### src/rtl/core/pwfr_pkg.sv
// pwfr_pkg: shared types and constants of the pulse-width frame receiver
// used by every module under rtl/core; depends on nothing
`default_nettype none

package pwfr_pkg;

	localparam int QDEPTH = 2;
	localparam int QPTR_W = $clog2(QDEPTH);
	localparam int QCNT_W = $clog2(QDEPTH + 1);

	localparam logic [3:0] ADDR_SAMPLE_DELAY   = 4'h0;
	localparam logic [3:0] ADDR_ONE_HOLD       = 4'h4;
	localparam logic [3:0] ADDR_WAIT_LIMIT     = 4'h8;
	localparam logic [3:0] ADDR_FRAME_CAPACITY = 4'hC;

	localparam logic [7:0] RST_SAMPLE_DELAY   = 8'd5;
	localparam logic [7:0] RST_ONE_HOLD       = 8'd10;
	localparam logic [7:0] RST_WAIT_LIMIT     = 8'd254;
	localparam logic [7:0] RST_FRAME_CAPACITY = 8'd16;

	localparam logic [3:0] BITS_PER_BYTE = 4'd8;

	// one classified line sample
	typedef struct packed {
		logic line;
		logic fall;
	} item_t;

	typedef struct packed {
		logic [7:0] sample_delay;
		logic [7:0] one_hold;
		logic [7:0] wait_limit;
		logic [7:0] frame_capacity;
	} cfg_t;

	typedef struct packed {
		logic full;
		logic empty;
	} qstat_t;

endpackage

`default_nettype wire

### src/rtl/core/pwfr_front.sv
// pwfr_front: accepts line samples and marks falling edges
// depends on pwfr_pkg
`default_nettype none

module pwfr_front (
	input  wire              clk,
	input  wire              arst_n,
	input  wire              in_valid,
	output logic             in_ready,
	input  wire              line_level,
	input  pwfr_pkg::qstat_t qstat,
	output logic             push,
	output pwfr_pkg::item_t  push_item
);

	logic last_q;

	assign in_ready       = ~qstat.full;
	assign push           = in_valid & ~qstat.full;
	assign push_item.line = line_level;
	assign push_item.fall = last_q & ~line_level;

	always_ff @(posedge clk or negedge arst_n) begin
		if (!arst_n) begin
			last_q <= 1'b0;
		end else if (push) begin
			last_q <= line_level;
		end
	end

endmodule

`default_nettype wire

### src/rtl/core/pwfr_queue.sv
// pwfr_queue: short register queue between front and back
// depends on pwfr_pkg
`default_nettype none

module pwfr_queue (
	input  wire              clk,
	input  wire              arst_n,
	input  wire              push,
	input  pwfr_pkg::item_t  push_item,
	input  wire              pop,
	output pwfr_pkg::item_t  head,
	output pwfr_pkg::qstat_t qstat
);

	pwfr_pkg::item_t                  mem_q [pwfr_pkg::QDEPTH];
	logic [pwfr_pkg::QPTR_W-1:0] wr_q;
	logic [pwfr_pkg::QPTR_W-1:0] rd_q;
	logic [pwfr_pkg::QCNT_W-1:0] cnt_q;

	assign head        = mem_q[rd_q];
	assign qstat.full  = (cnt_q == pwfr_pkg::QCNT_W'(pwfr_pkg::QDEPTH));
	assign qstat.empty = (cnt_q == '0);

	always_ff @(posedge clk) begin
		if (push) begin
			mem_q[wr_q] <= push_item;
		end
	end

	always_ff @(posedge clk or negedge arst_n) begin
		if (!arst_n) begin
			wr_q  <= '0;
			rd_q  <= '0;
			cnt_q <= '0;
		end else begin
			if (push) begin
				wr_q <= wr_q + 1'b1;
			end
			if (pop) begin
				rd_q <= rd_q + 1'b1;
			end
			if (push && !pop) begin
				cnt_q <= cnt_q + 1'b1;
			end else if (pop && !push) begin
				cnt_q <= cnt_q - 1'b1;
			end
		end
	end

endmodule

`default_nettype wire

### src/rtl/core/pwfr_back.sv
// pwfr_back: frame decoder state machine and output register
// depends on pwfr_pkg
`default_nettype none

module pwfr_back (
	input  wire              clk,
	input  wire              arst_n,
	input  pwfr_pkg::cfg_t   cfg,
	input  pwfr_pkg::item_t  head,
	input  pwfr_pkg::qstat_t qstat,
	output logic             pop,
	output logic             out_valid,
	input  wire              out_ready,
	output logic [7:0]       data_byte,
	output logic [7:0]       byte_index,
	output logic             frame_last,
	output logic             empty_frame
);

	typedef enum logic [2:0] {
		PH_IDLE,
		PH_WAITLOW,
		PH_DELAY,
		PH_HOLD,
		PH_TAIL,
		PH_HOLDEND
	} phase_t;

	phase_t     phase_q, phase_d;
	logic [7:0] tick_q, tick_d;
	logic [3:0] bits_q, bits_d;
	logic [7:0] shift_q, shift_d;
	logic [7:0] nbytes_q, nbytes_d;
	logic [7:0] tick_inc;
	logic [8:0] nbytes_inc;
	logic       emit;
	logic       last;
	logic [7:0] res_byte;
	logic [7:0] res_index;
	logic       res_last;
	logic       res_empty;
	logic       out_valid_q;

	assign pop        = ~qstat.empty & (~out_valid_q | out_ready);
	assign out_valid  = out_valid_q;
	assign tick_inc   = tick_q + 8'd1;
	assign nbytes_inc = {1'b0, nbytes_q} + 9'd1;
	assign last       = head.line | (nbytes_inc >= {1'b0, cfg.frame_capacity});

	always_comb begin
		phase_d   = phase_q;
		tick_d    = tick_q;
		bits_d    = bits_q;
		shift_d   = shift_q;
		nbytes_d  = nbytes_q;
		emit      = 1'b0;
		res_byte  = shift_q;
		res_index = nbytes_q;
		res_last  = 1'b0;
		res_empty = 1'b0;
		case (phase_q)
			PH_IDLE: begin
				if (head.fall) begin
					bits_d   = '0;
					shift_d  = '0;
					nbytes_d = '0;
					tick_d   = '0;
					if (cfg.frame_capacity == 8'd0) begin
						emit      = 1'b1;
						res_byte  = '0;
						res_index = '0;
						res_last  = 1'b1;
						res_empty = 1'b1;
						phase_d   = PH_TAIL;
					end else begin
						phase_d = PH_WAITLOW;
					end
				end
			end
			PH_WAITLOW, PH_TAIL: begin
				if (head.line || tick_inc >= cfg.wait_limit) begin
					tick_d  = '0;
					phase_d = (phase_q == PH_WAITLOW) ? PH_DELAY : PH_IDLE;
				end else begin
					tick_d = tick_inc;
				end
			end
			PH_DELAY: begin
				tick_d = tick_inc;
				if (tick_inc >= cfg.sample_delay) begin
					tick_d = '0;
					if (bits_q < pwfr_pkg::BITS_PER_BYTE) begin
						shift_d = {shift_q[6:0], head.line};
						bits_d  = bits_q + 4'd1;
					end else begin
						emit     = 1'b1;
						res_last = last;
						bits_d   = '0;
						shift_d  = '0;
						nbytes_d = last ? 8'd0 : nbytes_inc[7:0];
					end
					if (head.line && cfg.one_hold != 8'd0) begin
						phase_d = (emit && last) ? PH_HOLDEND : PH_HOLD;
					end else begin
						phase_d = (emit && last) ? PH_TAIL : PH_WAITLOW;
					end
				end
			end
			PH_HOLD, PH_HOLDEND: begin
				tick_d = tick_inc;
				if (tick_inc >= cfg.one_hold) begin
					tick_d  = '0;
					phase_d = (phase_q == PH_HOLD) ? PH_WAITLOW : PH_TAIL;
				end
			end
			default: begin
				phase_d = PH_IDLE;
				tick_d  = '0;
			end
		endcase
	end

	always_ff @(posedge clk or negedge arst_n) begin
		if (!arst_n) begin
			phase_q     <= PH_IDLE;
			tick_q      <= '0;
			bits_q      <= '0;
			shift_q     <= '0;
			nbytes_q    <= '0;
			out_valid_q <= 1'b0;
		end else begin
			if (out_valid_q && out_ready) begin
				out_valid_q <= 1'b0;
			end
			if (pop) begin
				phase_q  <= phase_d;
				tick_q   <= tick_d;
				bits_q   <= bits_d;
				shift_q  <= shift_d;
				nbytes_q <= nbytes_d;
				if (emit) begin
					out_valid_q <= 1'b1;
				end
			end
		end
	end

	always_ff @(posedge clk) begin
		if (pop && emit) begin
			data_byte   <= res_byte;
			byte_index  <= res_index;
			frame_last  <= res_last;
			empty_frame <= res_empty;
		end
	end

endmodule

`default_nettype wire

### src/rtl/core/pulse_width_frame_receiver.sv
// pulse_width_frame_receiver: top level with register file
// depends on pwfr_pkg, pwfr_front, pwfr_queue, pwfr_back
//
// usage: one line sample is taken per word on the input channel (in_valid,
// in_ready, line_level), normally one per oversampling tick. the front
// marks falling edges and writes each sample into a two-entry queue; the
// back runs the frame state machine, one queued sample per cycle, and loads
// a result word into the output register (out_valid, out_ready, data_byte,
// byte_index, frame_last, empty_frame) when a byte completes at its end
// mark fragment, or at once for an empty frame when frame_capacity is zero.
// throughput: one sample per cycle while the output side keeps up; a byte's
// last sample is queued, then a state machine step loads its result word
// into the output register. when a result word waits unaccepted the back
// stops and the queue fills; in_ready falls once both queue entries are
// taken. reset clears the state machine, the queue and the output valid,
// and loads the registers with sample_delay 5, one_hold 10, wait_limit
// 254, frame_capacity 16. registers are written over the apb port; the
// user must write them only while idle; the block does not enforce it.
`default_nettype none

module pulse_width_frame_receiver (
	input  wire         clk,
	input  wire         arst_n,
	input  wire         psel,
	input  wire         penable,
	input  wire         pwrite,
	input  wire  [3:0]  paddr,
	input  wire  [31:0] pwdata,
	output logic [31:0] prdata,
	output logic        pready,
	input  wire         in_valid,
	output logic        in_ready,
	input  wire         line_level,
	output logic        out_valid,
	input  wire         out_ready,
	output logic [7:0]  data_byte,
	output logic [7:0]  byte_index,
	output logic        frame_last,
	output logic        empty_frame
);

	pwfr_pkg::cfg_t   cfg_q;
	pwfr_pkg::item_t  push_item;
	pwfr_pkg::item_t  head;
	pwfr_pkg::qstat_t qstat;
	logic             push;
	logic             pop;
	logic             wr_en;
	logic [3:0]       reg_addr;

	assign pready   = 1'b1;
	assign wr_en    = psel & penable & pwrite;
	assign reg_addr = {paddr[3:2], 2'b00};

	always_ff @(posedge clk or negedge arst_n) begin
		if (!arst_n) begin
			cfg_q.sample_delay   <= pwfr_pkg::RST_SAMPLE_DELAY;
			cfg_q.one_hold       <= pwfr_pkg::RST_ONE_HOLD;
			cfg_q.wait_limit     <= pwfr_pkg::RST_WAIT_LIMIT;
			cfg_q.frame_capacity <= pwfr_pkg::RST_FRAME_CAPACITY;
		end else if (wr_en) begin
			case (reg_addr)
				pwfr_pkg::ADDR_SAMPLE_DELAY: begin
					cfg_q.sample_delay <= pwdata[7:0];
				end
				pwfr_pkg::ADDR_ONE_HOLD: begin
					cfg_q.one_hold <= pwdata[7:0];
				end
				pwfr_pkg::ADDR_WAIT_LIMIT: begin
					cfg_q.wait_limit <= pwdata[7:0];
				end
				pwfr_pkg::ADDR_FRAME_CAPACITY: begin
					cfg_q.frame_capacity <= pwdata[7:0];
				end
				default: begin
				end
			endcase
		end
	end

	always_comb begin
		case (reg_addr)
			pwfr_pkg::ADDR_SAMPLE_DELAY:   prdata = {24'd0, cfg_q.sample_delay};
			pwfr_pkg::ADDR_ONE_HOLD:       prdata = {24'd0, cfg_q.one_hold};
			pwfr_pkg::ADDR_WAIT_LIMIT:     prdata = {24'd0, cfg_q.wait_limit};
			pwfr_pkg::ADDR_FRAME_CAPACITY: prdata = {24'd0, cfg_q.frame_capacity};
			default:                       prdata = '0;
		endcase
	end

	pwfr_front u_front (
		.clk        (clk),
		.arst_n     (arst_n),
		.in_valid   (in_valid),
		.in_ready   (in_ready),
		.line_level (line_level),
		.qstat      (qstat),
		.push       (push),
		.push_item  (push_item)
	);

	pwfr_queue u_queue (
		.clk       (clk),
		.arst_n    (arst_n),
		.push      (push),
		.push_item (push_item),
		.pop       (pop),
		.head      (head),
		.qstat     (qstat)
	);

	pwfr_back u_back (
		.clk         (clk),
		.arst_n      (arst_n),
		.cfg         (cfg_q),
		.head        (head),
		.qstat       (qstat),
		.pop         (pop),
		.out_valid   (out_valid),
		.out_ready   (out_ready),
		.data_byte   (data_byte),
		.byte_index  (byte_index),
		.frame_last  (frame_last),
		.empty_frame (empty_frame)
	);

endmodule

`default_nettype wire
### config.mk
export PLATFORM = sky130hd
export DESIGN_NAME = pulse_width_frame_receiver
export DESIGN_NICKNAME = d
export VERILOG_FILES = /design/src/rtl/core/pwfr_pkg.sv /design/src/rtl/core/pwfr_front.sv /design/src/rtl/core/pwfr_queue.sv /design/src/rtl/core/pwfr_back.sv /design/src/rtl/core/pulse_width_frame_receiver.sv
export SDC_FILE = /design/constraint.sdc
export NUM_CORES = 1
export LEC_CHECK = 0
export BUFFER_PORTS_ARGS = -buffer_cell sky130_fd_sc_hd__buf_2
export CAP_MARGIN = 20
export CORE_ASPECT_RATIO = 2
export CORE_MARGIN = 2
export CORE_UTILIZATION = 51
export CTS_CLUSTER_SIZE = 28
export DETAILED_ROUTE_END_ITERATION = 12
export GPL_ROUTABILITY_DRIVEN = 0
export GPL_TIMING_DRIVEN = 0
export PLACE_DENSITY = 0.77
export SLEW_MARGIN = 20
export SYNTH_ARGS = -nofsm -noshare
export SYNTH_HDL_FRONTEND = slang
export SYNTH_HIERARCHICAL = 1
export SYNTH_SLANG_ARGS = --single-unit
### constraint.sdc
create_clock -name clk -period 3.9 [get_ports clk]
set_input_delay 0.195 -clock clk [delete_from_list [all_inputs] [get_ports clk]]
set_output_delay 0.195 -clock clk [all_outputs]
set_load 0.05 [all_outputs]
==> qor.yml, run 1 <==
clock_tree:
  root_buffer: "clkbuf_16"
  cts.sinks: 91
  worst_skew_pair.late_latency_ns: 0.35
  cts_tree: "done"
  clockBufferDepth: 2
  post-cts-setup-buffers: 0
  htreeDepth: 3
  cts_buffers: 9
  path_clk_slew_ns: 0.06
synth:
  yosys.cell_types.count: 63
  synthArstFlopShare_pct: 75.8
  ys_warn_count: 6
  netlist_area_mm2: 0.00528
  synth-xor-area-share_pct: 3.15
  postSynthCellCount: 463
  synth-edff-count: 22
  synthAdderAreaFrac_pct: 8.53
  synthSimpleGateAreaFrac_pct: 14.8
  synth_top_family_by_area: "simple AND/OR/NAND/NOR gates"
  synth-main-ff-cell: "dfrtp_1"
  synth_top_area_cell: "dfrtp_1"
  synth_compound_area_share_pct: 8.32
  syn_avg_cell_area_um2: 11.4
  yosysTopAreaCellShare_pct: 27.0
  synth_area_leaders: "dfrtp_1 (27%), edfxtp_1 (13%), ha_1 (8.5%), mux2_2 (7.9%), dfstp_2 (6.0%)"
  synth.area.mux_share_pct: 11.6
  ys_ff_latch: 91
  ys_seq_area_share_pct: 45.5
setup_path:
  path_class: "reg2reg"
  cp_top_family: "simple AND/OR/NAND/NOR gates"
  cpMostUsedCell: "nor2_1"
  worstPathRequired_ns: 3.95
  cp_max_fo: 11
  slowest_delay_ns: 0.49
  path_cells: "ha_1 -> nand3_1 -> nor2_1 -> xor2_1 -> ha_1 -> nand4_1 -> o311a_2 -> nor2_1 -> nor2_1 -> nor3_4 -> buf_4"
  crit_buf_inv: 1
  rrSetupSlack_ns: 0.42
  cp.arrival_ns: 3.53
  cp-end-kind: "flip-flop"
  critPathLaunchType: "flip-flop"
  crit_path_top_delay_cell: "dfrtp_1"
routing:
  vias: 3711
  post-route-drc-count: 0
  wirelength_um: 10800
  ant_nets: 0
  drt_iter0_markers: 176
  wl_per_cell_um: 15.7
  via_per_inst: 5.42
  first_pass_iters: 4
finish:
  final_cells: 685
  diodes: 0
  areaGrowthSynthToFinish_pct: 15.9
  drive_gt1_share_pct: 32.4
  layout.nets: 625
  layout_common_cells: "dfrtp_1 (57), buf_2 (48), mux2_2 (37), nand2_1 (37), ha_1 (36)"
  layout_commonest_cell: "dfrtp_1"
sta:
  hold_viol: 0
  clock.fmax_ghz: 0.288
  final_max_slew_viol_count: 0
  finClkSkew_ns: 0.00701
  max_slew.worst_pin.slew_ns: 0.556
  fin_crit_ns: 3.48
  finalSetupViolCount: 0
  slew_headroom_pct: 62.9
  whs_ns: 0.123
  rsz0062_at_grt: "no"
  min_period_over_period_pct: 89.1
floorplanning:
  fp.dieH_um: 148
  pin_count: 97
  fp.dieW_um: 76.0
  rows: 52
  fp.dieArea_mm2: 0.0112
  core-area_mm2: 0.0101
  start_util_pct: 52.4
global_routing:
  grt_pass1_vias: 3755
  antenna_found_initial: 0
  grt_max_degree: 48
  met1_usage_pct: 19.8
  use_met3_pct: 2.75
  grt_pass1_wl_um: 17800
  grt-ovfl-total: 0
  grt_use_met2_pct: 39.8
  track_usage_pct: 20.2
  busiest_layer: "met2"
power_and_ir_drop:
  power.density_mw_per_mm2: 587
  p_leak_nw: 2.95
  worst_ir_drop_vdd_mv: 0.426
place:
  dp_cells: 668
  hpwlAfterDp_um: 8280
  io_buffer_count: 45
outcome:
  status: "finished clean"
job:
  cap_violations: 0
hold_path:
  hold_class: "in2reg"
[power breakdown]
part,switching (mW),leakage [nW],internal [mW]
Combinational,0.840,1.73,0.562
Clock,0.365,0.147,0.514
Sequential,0.147,1.07,1.17
Total,1.35,2.95,2.24
[what timing repair did]
action                     4_1_cts  5_1_grt
gates resized for setup          0        1
setup endpoints to repair        0       11
hold buffers                     1        0
hold endpoints to repair        20        0
[synthesized netlist by cell type, drive strengths merged (10+ instances only)]
library cell / count
dfrtp: 57
mux2: 38
nand2: 37
ha: 36
buf: 35
inv: 34
nand3: 26
edfxtp: 22
and2: 19
nor2: 18
dfstp: 12
a21oi: 10
a22o: 10
xor2: 10
[kinds of logic after synthesis]
group | count (synthesis)
adder cells (fa/ha/maj) | 36
AO/OA/AOI/OAI | 56
flip-flops | 91
AND/OR/NAND/NOR | 139
multiplexers | 46
XOR/XNOR | 19
buffers and inverters | 74
other | 2
[registers in the layout, summed over array words and instances (netlist names), 2 cells and up]
signal,cells
u_back/phase_q,3
u_queue/mem_q,4
u_back/nbytes_q,8
u_back/bits_q,4
u_back/byte_index,8
u_back/data_byte,8
u_back/shift_q,8
u_queue/cnt_q,2
u_back/tick_q,8
cfg_q,32
[path summary, 6_finish.rpt]
check,from,to,cells past startpoint
max reg2reg,u_back/tick_q[0],u_back/byte_index[6],11
min reg2reg,u_back/shift_q[7],u_back/shift_q[7],2
min in group asynchronous,arst_n,u_back/nbytes_q[1],2
min,pwdata[3],cfg_q[3],2
max,u_back/tick_q[0],u_back/byte_index[6],11
max in group asynchronous,arst_n,cfg_q[15],3
[per-stage QoR]
| step | cell area [um^2] | TNS (ns) | util (%) | worst slack (ns) | power, mW |
|---|---|---|---|---|---|
| finish | 6120 | 0 | 60.7 | 0.424 | 3.60 |
| global route | 6120 | 0 | 60.7 | 0.149 | 3.79 |
| CTS | 6120 | 0 | 60.6 | 0.275 | 3.60 |
| detailed placement | 5800 | 0 | 57.5 | 0.315 | 2.71 |
| global placement | 5760 | -12.40 | 57.1 | -0.690 | 2.66 |
| floorplan | 5370 | 0 | - | 0.0398 | 2.38 |
[area by class of cell]
class / count / area (um^2)
clock inverters: 6 / 63.8
fillers: 830 / 3960
clock buffers: 10 / 239
repair buffers: 48 / 273
well taps: 135 / 169
flip-flops and latches: 91 / 2400
multi-input cells: 321 / 2550
inverters: 34 / 128
plain buffers: 40 / 294
[per-layer routing]
metal  share of wire (%)  vias to the layer above
met5                   0                        -
met2                  58                      115
li1                    -                     1760
met4                 3.9                        0
met1                  34                     1803
met3                 3.2                       33
No activity file was read; power rests on OpenSTA's default activity.
==> run 2: changes to the inputs <==
--- a/config.mk
+++ b/config.mk
@@ -9,12 +9,13 @@
 export CAP_MARGIN = 20
 export CORE_ASPECT_RATIO = 2
 export CORE_MARGIN = 2
-export CORE_UTILIZATION = 51
+export CORE_UTILIZATION = 52
+export CTS_BUF_LIST = sky130_fd_sc_hd__clkbuf_4
 export CTS_CLUSTER_SIZE = 28
 export DETAILED_ROUTE_END_ITERATION = 12
 export GPL_ROUTABILITY_DRIVEN = 0
 export GPL_TIMING_DRIVEN = 0
-export PLACE_DENSITY = 0.77
+export PLACE_DENSITY = 0.89
 export SLEW_MARGIN = 20
 export SYNTH_ARGS = -nofsm -noshare
 export SYNTH_HDL_FRONTEND = slang
==> qor.yml, run 2 (synthesis results as in run 1) <==
routing:
  post-route-drc-count: 0  # unchanged
  vias: 3765  # was 3711
  first_pass_iters: 4  # unchanged
  wirelength_um: 10800  # about the same
  ant_nets: 0  # unchanged
  via_per_inst: 5.47  # was 5.42
  wl_per_cell_um: 15.7  # about the same
  drt_iter0_markers: 197  # was 176
power_and_ir_drop:
  power.density_mw_per_mm2: 548  # was 587 mW/mm^2
  p_leak_nw: 2.89  # was 2.95 nW
  worst_ir_drop_vdd_mv: 0.380  # was 0.426 mV
  finalPower_mw: 3.28  # was 3.60 mW
floorplanning:
  core-area_mm2: 0.0100  # was 0.0101 mm^2
  fp.dieArea_mm2: 0.0110  # was 0.0112 mm^2
  rows: 52  # unchanged
  fp.dieH_um: 147  # was 148 um
  pin_count: 97  # unchanged
  fp.dieW_um: 75.3  # was 76.0 um
  start_util_pct: 52.7  # was 52.4%
finish:
  drive_gt1_share_pct: 32.4  # about the same
  layout.nets: 628  # was 625
  largest-register: "cfg_q"  # unchanged
  largest_register_ffs: 32  # unchanged
  seqCellArea_mm2: 0.00240  # unchanged
  layout_common_cells: "dfrtp_1 (57), buf_2 (48), mux2_2 (37), nand2_1 (37), ha_1 (36)"  # unchanged
  diodes: 0  # unchanged
  layout_commonest_cell: "dfrtp_1"  # unchanged
  final.fill_count: 847  # was 830
  areaGrowthSynthToFinish_pct: 13.4  # was 15.9%
  multi_input_area_mm2: 0.00255  # unchanged
  finish.utilization_pct: 59.8  # was 60.7%
clock_tree:
  root_buffer: "clkbuf_4"  # was clkbuf_16
  cts.sinks: 91  # unchanged
  worst_skew_pair.late_latency_ns: 0.46  # was 0.35 ns
  cts_tree: "done"  # unchanged
  htreeDepth: 3  # unchanged
  cts_buffers: 9  # unchanged
  path_clk_slew_ns: 0.15  # was 0.06 ns
  post-cts-setup-buffers: 0  # unchanged
  clockBufferDepth: 2  # unchanged
setup_path:
  cpMostUsedCell: "and3_1"  # was nor2_1
  cp_num_cells: 11  # unchanged
  reg2reg_from: "u_back/tick_q[0]"  # unchanged
  crit_path_top_delay_cell: "dfrtp_1"  # unchanged
  reg2reg_depth: 11  # unchanged
  cp-endpoint: "u_back/byte_index[2]"  # was u_back/byte_index[6]
  path_class: "reg2reg"  # unchanged
  cp-end-kind: "flip-flop"  # unchanged
  crit_buf_inv: 1  # unchanged
  critPathLaunchType: "flip-flop"  # unchanged
  path_cells: "and3_1 -> and3_1 -> and3_1 -> xor2_1 -> ha_1 -> nand4_1 -> o311a_2 -> nor2_1 -> nor2_1 -> nor3_4 -> buf_4"  # was ha_1 -> nand3_1 -> nor2_1 -> xor2_1 -> ha_1 -> nand4_1 -> o311a_2 -> nor2_1 -> nor2_1 -> nor3_4 -> buf_4
  worstPathRequired_ns: 4.07  # was 3.95 ns
  r2r-end: "u_back/byte_index[2]"  # was u_back/byte_index[6]
  cp_top_family: "simple AND/OR/NAND/NOR gates"  # unchanged
  cp_max_fo: 11  # unchanged
  slowest_delay_ns: 0.50  # was 0.49 ns
  rrSetupSlack_ns: 0.38  # was 0.42 ns
  cp.arrival_ns: 3.69  # was 3.53 ns
  startpoint: "u_back/tick_q[0]"  # unchanged
sta:
  min_period_over_period_pct: 90.2  # was 89.1%
  finalSetupTns_ns: 0  # unchanged
  worst_slack_ns: 0.381  # was 0.424 ns
  max_slew.worst_pin.slew_ns: 0.546  # was 0.556 ns
  rsz0062_at_grt: "no"  # unchanged
  whs_ns: 0.0140  # was 0.123 ns
  slew_headroom_pct: 63.6  # was 62.9%
  final_max_slew_viol_count: 0  # unchanged
  finalSetupViolCount: 0  # unchanged
  hold_viol: 0  # unchanged
  fin_crit_ns: 3.52  # was 3.48 ns
  clock.fmax_ghz: 0.284  # was 0.288 GHz
  finClkSkew_ns: 0.0191  # was 0.00701 ns
global_routing:
  track_usage_pct: 21.1  # was 20.2%
  grt-ovfl-total: 0  # unchanged
  antenna_found_initial: 0  # unchanged
  grt_max_degree: 36  # was 48
  grt_pass1_vias: 3741  # was 3755
  grt_pass1_wl_um: 17700  # was 17800 um
place:
  preCtsSetupSlack_ns: 0.271  # was 0.315 ns
  hpwlAfterDp_um: 8430  # was 8280 um
  io_buffer_count: 45  # unchanged
job:
  cap_violations: 0  # unchanged
hold_path:
  hold_class: "in2reg"  # unchanged
outcome:
  status: "finished clean"  # unchanged
[run 2: per-stage QoR]
stage / area (um^2) / instances
after global routing: 5990 / 688
after CTS: 5980 / 688
after detailed placement: 5800 / 668
after floorplan: 5370 / 486
after global placement: 5760 / 666
final: 5990 / 688
[run 2: worst min path at each step]
stage | cells past startpoint | to | start | slack (ns)
6_report | 2 | u_front/last_q | line_level | 0.01
5_1_grt | 2 | u_front/last_q | line_level | 0.006
4_1_cts | 2 | u_front/last_q | line_level | 0.003
3_5_place_dp | 1 | u_front/last_q | arst_n | 0.18
3_3_place_gp | 2 | u_back/shift_q[7] | u_back/shift_q[7] | 0.45
2_1_floorplan | 0 | cfg_q[0] | arst_n | -0.10
[run 2: repair_timing]
action | CTS | global route
hold buffers | 4 | 0
hold endpoints to repair | 27 | 0
gates resized for setup | 0 | 1
setup endpoints to repair | 0 | 7
[run 2: per-layer routing]
layer,vias to the layer above,routed length [um],track usage [%]
li1,1770,-,-
met1,1842,3770,21.7
met2,122,6250,38.9
met3,31,386,3.80
met4,0,414,10.2
met5,-,0,0
[run 2: report_power, final]
group | switching, mW | internal [mW]
Sequential | 0.146 | 1.17
Combinational | 0.868 | 0.567
Clock | 0.322 | 0.213
Total | 1.34 | 1.95
[run 2: area by class of cell]
class	instances	area share (%)
clock inverter	5	1.07
inverter	34	2.13
multi-input combinational	321	42.6
tap	135	2.82
sequential	91	40.1
timing repair buffer	51	4.93
clock buffer	11	1.38
buffer	40	4.91
